<file path="src/rtl/can_frame_crc16_framer_unit_assert.svh">
// Assertion macros for the CAN log framer.
// Depends on nothing; included by the top level only.
`ifndef CAN_FRAME_CRC16_FRAMER_UNIT_ASSERT_SVH
`define CAN_FRAME_CRC16_FRAMER_UNIT_ASSERT_SVH

// Same-cycle implication, disabled while reset is high.
`define CRCFR_ASSERT_NOW(label, clk, rst, ante, cons) \
   label: assert property (@(posedge clk) disable iff (rst) (ante) |-> (cons)) \
      else $error("framer check failed");

// Next-cycle implication, disabled while reset is high.
`define CRCFR_ASSERT_NEXT(label, clk, rst, ante, cons) \
   label: assert property (@(posedge clk) disable iff (rst) (ante) |=> (cons)) \
      else $error("framer check failed");

`endif

</file>
<file path="src/rtl/crcfr_pkg.sv">
// Shared types and constants for the CAN log framer.
// Depends on nothing; used by every module of the block.
package crcfr_pkg;

   localparam int FRAME_LEN     = 24;
   localparam int PAYLOAD_LEN   = 20;
   localparam int CHAIN_LEN     = PAYLOAD_LEN + 2;
   localparam int POS_W         = $clog2(FRAME_LEN);

   localparam logic [7:0]  SYNC_FIRST  = 8'hAA;
   localparam logic [7:0]  SYNC_SECOND = 8'h55;
   localparam logic [15:0] CRC_SEED    = 16'hFFFF;
   localparam logic [15:0] CRC_POLY    = 16'hA001;

   // Frame positions of the payload span and the two CRC bytes.
   localparam logic [POS_W-1:0] PAYLOAD_FIRST_POS = POS_W'(2);
   localparam logic [POS_W-1:0] PAYLOAD_LAST_POS  = POS_W'(PAYLOAD_LEN + 1);
   localparam logic [POS_W-1:0] CRC_LO_POS        = POS_W'(FRAME_LEN - 2);
   localparam logic [POS_W-1:0] LAST_POS          = POS_W'(FRAME_LEN - 1);

   typedef struct packed {
      logic [31:0] msg_id;
      logic [7:0]  id_kind;
      logic [7:0]  frame_kind;
      logic [7:0]  length_code;
      logic [63:0] data_bytes;
   } req_type;

   typedef struct packed {
      logic [7:0] out_byte;
      logic       last_byte;
   } rsp_type;

   // Control for the byte cells: parallel load wins over shift.
   typedef struct packed {
      logic load;
      logic shift;
   } cell_ctrl_type;

   // Control for the CRC cell: clear wins over update.
   typedef struct packed {
      logic clear;
      logic update;
   } crc_ctrl_type;

endpackage

</file>
<file path="src/rtl/crcfr_byte_cell.sv">
// One byte cell of the frame shift chain.
// Depends on crcfr_pkg for the control struct.
module crcfr_byte_cell (
   input  logic                    clock,
   input  crcfr_pkg::cell_ctrl_type ctrl,
   input  logic [7:0]              load_byte,
   input  logic [7:0]              next_byte,
   output logic [7:0]              byte_out
);

   logic [7:0] byte_ff;
   logic [7:0] byte_in;

   // Load a new frame byte or take the neighbor's byte on a shift.
   always_comb begin
      byte_in = byte_ff;
      priority if (ctrl.load) begin
         byte_in = load_byte;
      end else if (ctrl.shift) begin
         byte_in = next_byte;
      end else begin
         byte_in = byte_ff;
      end
   end

   always_ff @(posedge clock) begin
      byte_ff <= byte_in;
   end

   assign byte_out = byte_ff;

endmodule

</file>
<file path="src/rtl/crcfr_crc_cell.sv">
// CRC-16/MODBUS accumulator cell at the head of the chain.
// Depends on crcfr_pkg for constants and the control struct.
module crcfr_crc_cell (
   input  logic                   clock,
   input  crcfr_pkg::crc_ctrl_type ctrl,
   input  logic [7:0]             data_in,
   output logic [15:0]            crc_out
);

   logic [15:0] crc_ff;
   logic [15:0] crc_in;

   // One byte of reflected CRC per cycle while update is set: eight shift-and-xor steps.
   function automatic logic [15:0] crc_byte(input logic [15:0] crc, input logic [7:0] b);
      logic [15:0] c;
      c = crc ^ {8'h00, b};
      for (int k = 0; k < 8; k++) begin
         if (c[0]) begin
            c = (c >> 1) ^ crcfr_pkg::CRC_POLY;
         end else begin
            c = c >> 1;
         end
      end
      return c;
   endfunction

   always_comb begin
      crc_in = crc_ff;
      priority if (ctrl.clear) begin
         crc_in = crcfr_pkg::CRC_SEED;
      end else if (ctrl.update) begin
         crc_in = crc_byte(crc_ff, data_in);
      end else begin
         crc_in = crc_ff;
      end
   end

   always_ff @(posedge clock) begin
      crc_ff <= crc_in;
   end

   assign crc_out = crc_ff;

endmodule

</file>
<file path="src/rtl/can_frame_crc16_framer_unit.sv">
// CAN log framer top level: byte cell chain, CRC cell and output register.
// Depends on crcfr_pkg, crcfr_byte_cell, crcfr_crc_cell and the assert header.
// A request loads the chain; the first frame byte then moves from the head cell into the output register.
// Output runs at one byte per cycle while the receiver is ready; a new message is taken as the last byte moves.
// Reset clears the busy flag and the output valid; no frame is in flight after it.
`include "can_frame_crc16_framer_unit_assert.svh"

module can_frame_crc16_framer_unit (
   input  logic              clock,
   input  logic              reset,
   input  logic              req_valid,
   output logic              req_ready,
   input  crcfr_pkg::req_type req_data,
   output logic              rsp_valid,
   input  logic              rsp_ready,
   output crcfr_pkg::rsp_type rsp_data
);

   localparam int CHAIN_LEN = crcfr_pkg::CHAIN_LEN;
   localparam int POS_W     = crcfr_pkg::POS_W;

   logic             busy_ff, busy_in;
   logic [POS_W-1:0] pos_ff, pos_in;
   logic             rsp_valid_ff, rsp_valid_in;
   crcfr_pkg::rsp_type rsp_ff, rsp_in;

   logic advance;
   logic frame_done;
   logic req_fire;

   crcfr_pkg::cell_ctrl_type cell_ctrl;
   crcfr_pkg::crc_ctrl_type  crc_ctrl;

   logic [7:0]  load_bytes [CHAIN_LEN];
   logic [7:0]  chain      [CHAIN_LEN];
   logic [15:0] crc_value;

   // While busy, the chain moves whenever the output register is free or being emptied.
   assign advance    = busy_ff && (!rsp_valid_ff || rsp_ready);
   assign frame_done = advance && (pos_ff == crcfr_pkg::LAST_POS);
   assign req_ready  = !busy_ff || frame_done;
   assign req_fire   = req_valid && req_ready;

   assign cell_ctrl.load  = req_fire;
   assign cell_ctrl.shift = advance;

   assign crc_ctrl.clear  = req_fire;
   assign crc_ctrl.update = advance && (pos_ff >= crcfr_pkg::PAYLOAD_FIRST_POS)
                            && (pos_ff <= crcfr_pkg::PAYLOAD_LAST_POS);

   // Frame image: sync bytes, identifier big-endian, kinds, length, data, pad.
   always_comb begin
      load_bytes[0] = crcfr_pkg::SYNC_FIRST;
      load_bytes[1] = crcfr_pkg::SYNC_SECOND;
      load_bytes[2] = req_data.msg_id[31:24];
      load_bytes[3] = req_data.msg_id[23:16];
      load_bytes[4] = req_data.msg_id[15:8];
      load_bytes[5] = req_data.msg_id[7:0];
      load_bytes[6] = req_data.id_kind;
      load_bytes[7] = req_data.frame_kind;
      load_bytes[8] = req_data.length_code;
      for (int k = 0; k < 8; k++) begin
         load_bytes[9 + k] = req_data.data_bytes[63 - 8 * k -: 8];
      end
      for (int k = 17; k < CHAIN_LEN; k++) begin
         load_bytes[k] = 8'h00;
      end
   end

   // Row of byte cells; each shifts toward cell zero, the tail takes zero.
   for (genvar i = 0; i < CHAIN_LEN; i++) begin : g_cell
      logic [7:0] next_byte;
      if (i == CHAIN_LEN - 1) begin : g_tail
         assign next_byte = 8'h00;
      end else begin : g_body
         assign next_byte = chain[i + 1];
      end
      crcfr_byte_cell u_cell (
         .clock     (clock),
         .ctrl      (cell_ctrl),
         .load_byte (load_bytes[i]),
         .next_byte (next_byte),
         .byte_out  (chain[i])
      );
   end

   // CRC over the payload bytes as they leave the head cell.
   crcfr_crc_cell u_crc (
      .clock   (clock),
      .ctrl    (crc_ctrl),
      .data_in (chain[0]),
      .crc_out (crc_value)
   );

   // Output register: head byte, then CRC low and high bytes.
   always_comb begin
      rsp_in = rsp_ff;
      if (advance) begin
         priority if (pos_ff == crcfr_pkg::LAST_POS) begin
            rsp_in.out_byte = crc_value[15:8];
         end else if (pos_ff == crcfr_pkg::CRC_LO_POS) begin
            rsp_in.out_byte = crc_value[7:0];
         end else begin
            rsp_in.out_byte = chain[0];
         end
         rsp_in.last_byte = (pos_ff == crcfr_pkg::LAST_POS);
      end
   end

   // Control next state.
   always_comb begin
      rsp_valid_in = rsp_valid_ff;
      priority if (advance) begin
         rsp_valid_in = 1'b1;
      end else if (rsp_ready) begin
         rsp_valid_in = 1'b0;
      end else begin
         rsp_valid_in = rsp_valid_ff;
      end

      busy_in = busy_ff;
      pos_in  = pos_ff;
      priority if (req_fire) begin
         busy_in = 1'b1;
         pos_in  = '0;
      end else if (advance) begin
         busy_in = !frame_done;
         pos_in  = pos_ff + POS_W'(1);
      end else begin
         busy_in = busy_ff;
         pos_in  = pos_ff;
      end
   end

   always_ff @(posedge clock) begin
      if (reset) begin
         busy_ff      <= 1'b0;
         pos_ff       <= '0;
         rsp_valid_ff <= 1'b0;
      end else begin
         busy_ff      <= busy_in;
         pos_ff       <= pos_in;
         rsp_valid_ff <= rsp_valid_in;
      end
   end

   always_ff @(posedge clock) begin
      rsp_ff <= rsp_in;
   end

   assign rsp_valid = rsp_valid_ff;
   assign rsp_data  = rsp_ff;

   // A moved final byte shows up as a valid, marked transaction.
   `CRCFR_ASSERT_NEXT(a_last_marked, clock, reset, frame_done, rsp_valid && rsp_data.last_byte)
   // An accepted request starts a frame at position zero.
   `CRCFR_ASSERT_NEXT(a_start_frame, clock, reset, req_fire, busy_ff && (pos_ff == '0))
   // A freshly loaded chain presents the first sync byte at its head.
   `CRCFR_ASSERT_NOW(a_sync_head, clock, reset, busy_ff && (pos_ff == '0), chain[0] == crcfr_pkg::SYNC_FIRST)
   // Only the final byte carries the last mark.
   `CRCFR_ASSERT_NEXT(a_mark_only_last, clock, reset, advance && !frame_done, !rsp_data.last_byte)

endmodule

</file>
<file path="config.mk">
export PLATFORM = sky130hd
export DESIGN_NAME = can_frame_crc16_framer_unit
export DESIGN_NICKNAME = d
export VERILOG_FILES = /design/src/rtl/crcfr_pkg.sv /design/src/rtl/crcfr_byte_cell.sv /design/src/rtl/crcfr_crc_cell.sv /design/src/rtl/can_frame_crc16_framer_unit.sv
export VERILOG_INCLUDE_DIRS = /design/src /design/src/rtl
export SDC_FILE = /design/constraint.sdc
export NUM_CORES = 1
export LEC_CHECK = 0
export ABC_AREA = 1
export BUFFER_PORTS_ARGS = -buffer_cell sky130_fd_sc_hd__buf_2
export CAP_MARGIN = 20
export CORE_UTILIZATION = 40
export CTS_BUF_LIST = sky130_fd_sc_hd__clkbuf_8 sky130_fd_sc_hd__clkbuf_16
export CTS_CLUSTER_SIZE = 30
export DETAILED_ROUTE_END_ITERATION = 10
export MAX_ROUTING_LAYER = met4
export SYNTH_ARGS = -nofsm -noshare
export SYNTH_HDL_FRONTEND = slang
export SYNTH_HIERARCHICAL = 1
export SYNTH_SLANG_ARGS = --single-unit
export TNS_END_PERCENT = 100
</file>
<file path="constraint.sdc">
create_clock -name clock -period 4.2 [get_ports clock]
set_input_delay 0.21 -clock clock [delete_from_list [all_inputs] [get_ports clock]]
set_output_delay 0.21 -clock clock [all_outputs]
set_load 0.1 [all_outputs]
</file>
==> results.py, run 1 <==
metrics = {
    "run_status": {
        "status": "complete, no violations",
    },
    "die": {
        "io_pins": 135,
        "die_x_um": 158,
        "dieArea_um2": 24900,
        "coreArea_um2": 23600,
        "rows": 56,
        "die_y_um": 158,
        "initial_core_util_pct": 41.1,
    },
    "timing": {
        "tns_ns": 0,
        "max_freq_mhz": 346,
        "min_period_ns": 2.89,
        "skew_ns": 0.0109,
        "hold_violations": 0,
        "setup_viol": 0,
        "worstMarginPinSlew_ns": 0.941,
        "slew_headroom_pct": 37.2,
        "setup_ws_ns": 1.31,
        "rsz0062_at_grt": "false",
        "fin_crit_sh_pct": 68.8,
        "drv_slew": 0,
    },
    "synth": {
        "yosys.area.top_type": "edfxtp_1",
        "synth_edf_count": 185,
        "synth-seq-cells": 208,
        "yosysTopAreaCellShare_pct": 57.2,
        "ys_seq_area_share_pct": 62.0,
        "postSynthCellCount": 1032,
        "synth_ff_type": "edfxtp_1",
        "synth_area_um2": 9710,
        "ys_types": 31,
        "ys_warn_count": 6,
        "syn_avg_cell_area_um2": 9.41,
        "synthTopCellsByArea": "edfxtp_1 (57%), nand2_1 (23%), dfxtp_1 (4.7%)",
        "async_flop_share_pct": 0,
    },
    "grt": {
        "gr-total-overflow": 0,
        "grt_pass1_wl_um": 33600,
        "antenna_found_initial": 0,
        "grt_use_total_pct": 17.9,
        "grt_max_degree": 123,
        "grt_pass1_vias": 7081,
    },
    "place": {
        "post-place-ws_ns": 1.34,
        "io_buffer_count": 134,
        "gp_congestion": 0.826,
        "hpwl_um": 13900,
    },
    "cts": {
        "clkSinkCount": 208,
        "path_clk_slew_ns": 0.06,
        "h-tree-depth": 1,
        "cts_root_buf": "clkbuf_16",
        "cts_max_path_buffers": 3,
        "clk-insertion-delay-late_ns": 0.51,
        "numCtsBuffers": 23,
        "tritoncts": "built",
    },
    "flow_run": {
        "cap_violations": 0,
    },
    "setup_path": {
        "required_ns": 4.45,
        "reg2reg_slack_ns": 1.31,
        "crit_path_end_kind": "register",
        "rr_endpoint": "g_cell[2].u_cell/byte_out[3]",
        "critical_path_class": "register to register",
        "cp-start-kind": "register",
        "r2r_cells": 11,
        "cp_common_cell": "nand2_1",
        "crit_path_top_delay_cell": "inv_6",
        "path_cells": "ha_1 > nand2_1 > inv_1 > nand3_1 > nand2_2 > nand2_1 > inv_6 > buf_4 > inv_2 > nand2_1 > nand2_1",
        "slowest_delay_ns": 0.61,
        "r2r-start": "pos_ff[1]",
        "cp.arrival_ns": 3.15,
        "cp_max_fo": 122,
    },
    "detailed_routing": {
        "drtAntennaViolNets": 0,
        "vias": 7263,
        "drt-initial-drc-count": 405,
        "drc": 0,
        "drtPass1Iterations": 5,
        "wire_per_inst_um": 12.6,
        "vias_per_cell": 4.33,
        "wl_um": 21100,
    },
    "final_layout": {
        "diodes": 0,
        "finalNetCount": 1467,
        "drive_gt1_share_pct": 17.0,
        "area_delta_synth_final_pct": 29.2,
        "fill_cells": 2184,
    },
    "pwr": {
        "p_leak_nw": 5.93,
        "vdd.ir_drop.worst_mv": 0.223,
        "power.total_mw": 5.26,
        "power.density_nw_per_um2": 419,
    },
    "worst_hold_path": {
        "hold_class": "input port to register",
        "holdCritStartpoint": "req_data[58]",
        "whs_path_depth": 3,
        "worst_hold_path.endpoint": "g_cell[9].u_cell/byte_out[2]",
    },
}
## metrics by stage
step | hold WS [ns] | util (%) | cell area, µm² | cells
after floorplan | 0.279 | - | 9940 | 1094
after global placement | 0.406 | 45.7 | 10800 | 1527
after detailed placement | 0.407 | 45.7 | 10800 | 1527
after CTS | 0.00262 | 53.1 | 12500 | 1676
after global routing | 0.0152 | 53.1 | 12500 | 1676
final | 0.0133 | 53.1 | 12500 | 1676
## placed cells by master, fill, tap and decap left out, drive strengths merged, types with 5 or more instances in the layout
cell type,Yosys,routed
dlygate4sd3,0,107
clkbuf,2,26
a21oi,17,17
inv,56,68
buf,26,142
xnor2,7,7
nand2,609,609
edfxtp,185,185
or2,23,23
conb,2,64
nand3,33,33
o21ai,24,24
nor2,14,14
dfxtp,23,23
clkinv,1,5
## cell usage after synthesis (2+ instances only)
master	n
buf_6	25
conb_1	2
inv_1	30
nand3_2	5
or2_1	22
xnor2_2	2
xor2_1	4
nand3_1	25
clkbuf_1	2
ha_1	3
nand2_2	11
nand3_4	3
o21ai_0	8
nand2_4	6
inv_2	26
xnor2_1	5
o21ai_1	15
edfxtp_1	185
a21oi_1	16
dfxtp_1	23
nor2_4	2
nand2_1	592
nor2_1	12
## metal layers
metal | track usage (%) | vias to the layer above | wire [µm]
met3 | 2.66 | 41 | 841
met5 | - | - | 0
li1 | - | 3865 | -
met2 | 31.0 | 159 | 10400
met4 | 4.81 | 0 | 489
met1 | 21.6 | 3198 | 9420
## critical path, delay by kind of cell (launching register included)
| family | cells | cell delay, ns |
|---|---|---|
| adder cells (fa/ha/maj) | 1 | 0.27 |
| buffers and inverters | 4 | 1.24 |
| flip-flops | 1 | 0.43 |
| AND/OR/NAND/NOR | 6 | 0.57 |
## repair_timing
item,4_1_cts,5_1_grt
setup buffers,0,0
hold buffers,107,0
endpoints found under the hold margin,107,0
gates resized for setup,0,0
## area by class of cell
class	instances	area (µm²)	share of cell area (%)
well taps	319	399	3.18
repair buffers	249	1800	14.4
inverters	57	219	1.75
flip-flops and latches	208	6020	48.0
multi-input cells	801	3420	27.3
clock buffers	26	617	4.92
clock inverters	16	68.8	0.549
## power breakdown
part	switching [mW]	internal, mW
Combinational	0.512	0.300
Clock	0.767	1.04
Sequential	0.0782	2.56
Total	1.36	3.90
## logic make-up (layout without fill, tap and decap cells)
kind of cell / after synthesis / after routing / synth area share [%]
AO/OA/AOI/OAI: 42 / 42 / 2.26
adder cells (fa/ha/maj): 3 / 3 / 0.387
XOR/XNOR: 11 / 11 / 1.15
flip-flops: 208 / 208 / 62.0
buffers and inverters: 85 / 348 / 5.23
other: 2 / 64 / 0.0774
AND/OR/NAND/NOR: 681 / 681 / 28.9
## state kept, by name, summed over array words and instances, names as in the netlist
signal and cells:
u_crc/crc_out 16, pos_ff 5, g_cell.u_cell/byte_out 176, busy_ff 1, rsp_data 9, rsp_valid 1
## worst max path at each step
stage / start / endpoint / depth (start not counted)
2_1_floorplan: rsp_valid / g_cell[0].u_cell/byte_out[0] / 7
3_3_place_gp: pos_ff[1] / g_cell[2].u_cell/byte_out[1] / 11
3_5_place_dp: pos_ff[1] / g_cell[2].u_cell/byte_out[0] / 11
4_1_cts: pos_ff[1] / g_cell[2].u_cell/byte_out[0] / 11
5_1_grt: pos_ff[1] / g_cell[2].u_cell/byte_out[3] / 11
6_report: pos_ff[1] / g_cell[2].u_cell/byte_out[3] / 11
No activity file was read; power rests on OpenSTA's default activity.
==> run 2, diff against run 1 <==
==> constraint.sdc (replaced) <==
create_clock -name clock -period 2.7 [get_ports clock]
set_input_delay 0.135 -clock clock [delete_from_list [all_inputs] [get_ports clock]]
set_output_delay 0.135 -clock clock [all_outputs]
set_load 0.1 [all_outputs]
==> run 2 against run 1 <==
Net effect: power grew 61%; maximum frequency grew 19%; clock power grew 70%; routed wire length grew 4.2%; via count grew 3.1%; count of clock-buffer cells in the layout shrank 2; largest cell class unchanged; largest power group unchanged; highest routed layer unchanged.
==> results.py, run 2 (synthesized netlist as in run 1, its figures left out) <==
metrics = {
    "detailed_routing": {
        "drt-initial-drc-count": 347,
        "drc": 0,
        "vias_per_cell": 4.41,
        "wl_um": 22000,
        "drtPass1Iterations": 5,
        "vias": 7489,
        "drtAntennaViolNets": 0,
        "wire_per_inst_um": 13.0,
    },
    "timing": {
        "skew_ns": 0.00626,
        "min_period_ns": 2.43,
        "tns_ns": 0,
        "fin_crit_sh_pct": 90.1,
        "rsz0062_at_grt": "false",
        "setup_viol": 0,
        "hold_violations": 0,
        "drv_slew": 0,
        "setup_ws_ns": 0.266,
        "max_freq_mhz": 411,
    },
    "grt": {
        "grt_max_degree": 65,
        "grt_pass1_vias": 7547,
        "antenna_found_initial": 5,
        "grt_pass1_wl_um": 35300,
        "gr-total-overflow": 0,
        "grt_use_total_pct": 18.7,
    },
    "final_layout": {
        "drive_gt1_share_pct": 17.4,
        "final_cell_mix": "nand2_1 (592), edfxtp_1 (185), buf_2 (134)",
        "largest_register_ffs": 176,
        "seq_area_um2": 6020,
        "finalNetCount": 1485,
        "fill_cells": 2086,
        "stdcell_area_um2": 12800,
        "final_common_cell": "nand2_1",
        "post-route-util_pct": 54.4,
        "area_delta_synth_final_pct": 32.3,
        "stdcell_count": 1698,
        "multiInputGateArea_um2": 3430,
    },
    "place": {
        "io_buffer_count": 134,
        "gp_congestion": 0.831,
        "numPlacedInstances": 1529,
        "dpl_cell_area_um2": 10800,
        "hpwl_um": 14600,
        "post-place-ws_ns": 0.273,
    },
    "cts": {
        "cts_resized": 0,
        "clkSinkCount": 208,
        "path_clk_slew_ns": 0.06,
        "tritoncts": "built",
        "h-tree-depth": 1,
        "cts_root_buf": "clkbuf_16",
        "numCtsBuffers": 23,
        "clk-insertion-delay-late_ns": 0.50,
        "cts_max_path_buffers": 3,
    },
    "die": {
        "io_pins": 135,
        "die_x_um": 158,
        "rows": 56,
        "dieArea_um2": 24900,
        "coreArea_um2": 23600,
        "initial_core_util_pct": 41.1,
        "die_y_um": 158,
    },
    "setup_path": {
        "reg2reg_slack_ns": 0.27,
        "critical_path_class": "register to register",
        "cp-start-kind": "register",
        "r2r-start": "pos_ff[1]",
        "crit_start": "pos_ff[1]",
        "cp_max_fo": 42,
        "cp.arrival_ns": 2.68,
        "required_ns": 2.95,
        "crit_path_end_kind": "register",
    },
    "pwr": {
        "p_leak_nw": 6.01,
        "vdd.ir_drop.worst_mv": 0.433,
        "power.density_nw_per_um2": 661,
    },
    "flow_run": {
        "cap_violations": 0,
    },
    "worst_hold_path": {
        "hold_class": "input port to register",
        "holdCritStartpoint": "rsp_ready",
    },
    "run_status": {
        "status": "complete, no violations",
    },
}
## run 2: layer usage
metal,wire length (µm),global-route usage [%]
met5,0,-
met4,655,6.29
met3,851,2.87
met2,11100,33.0
met1,9420,21.6
## run 2: layout make-up
type / count / area share [%]
Timing Repair Buffer: 267 / 15.7
Clock inverter: 17 / 1.24
Clock buffer: 24 / 4.59
Inverter: 57 / 1.70
Antenna cell: 5 / 0.0974
Tap cell: 319 / 3.11
Multi-Input combinational cell: 801 / 26.7
Sequential cell: 208 / 46.9
## run 2: worst max-delay path, cell delays in order, from the launching register on
cell and delay [ns]:
dfxtp_1 0.43, ha_1 0.27, nand2_1 0.13, inv_1 0.08, nand3_1 0.12, nand2_4 0.09, nand2_1 0.10, clkinvlp_4 0.18
buf_12 0.22, buf_4 0.29, inv_2 0.12, nand2_1 0.07, nand2_1 0.06
## run 2: final timing paths
path | end | cells past startpoint
max | g_cell[6].u_cell/byte_out[0] | 12
max reg2reg | g_cell[6].u_cell/byte_out[0] | 12
min reg2reg | u_crc/crc_out[5] | 2
min | busy_ff | 6
## run 2: metrics by stage
step	hold slack, ns	power (mW)
final	0.196	8.48
after global routing	0.256	8.91
after CTS	0.198	8.59
after detailed placement	0.339	5.34
after global placement	0.337	5.31
after floorplan	0.194	5.00
## run 2: report_power, final
group | switching (mW) | internal [mW] | total [mW]
logic | 0.811 | 0.492 | 1.30
registers | 0.124 | 3.98 | 4.10
clock network | 1.21 | 1.86 | 3.07
total | 2.15 | 6.33 | 8.48
## run 2: what timing repair did
action                                 in CTS  in global routing
setup buffers                               0                  0
endpoints found under the hold margin     127                  0
hold buffers                              123                  0
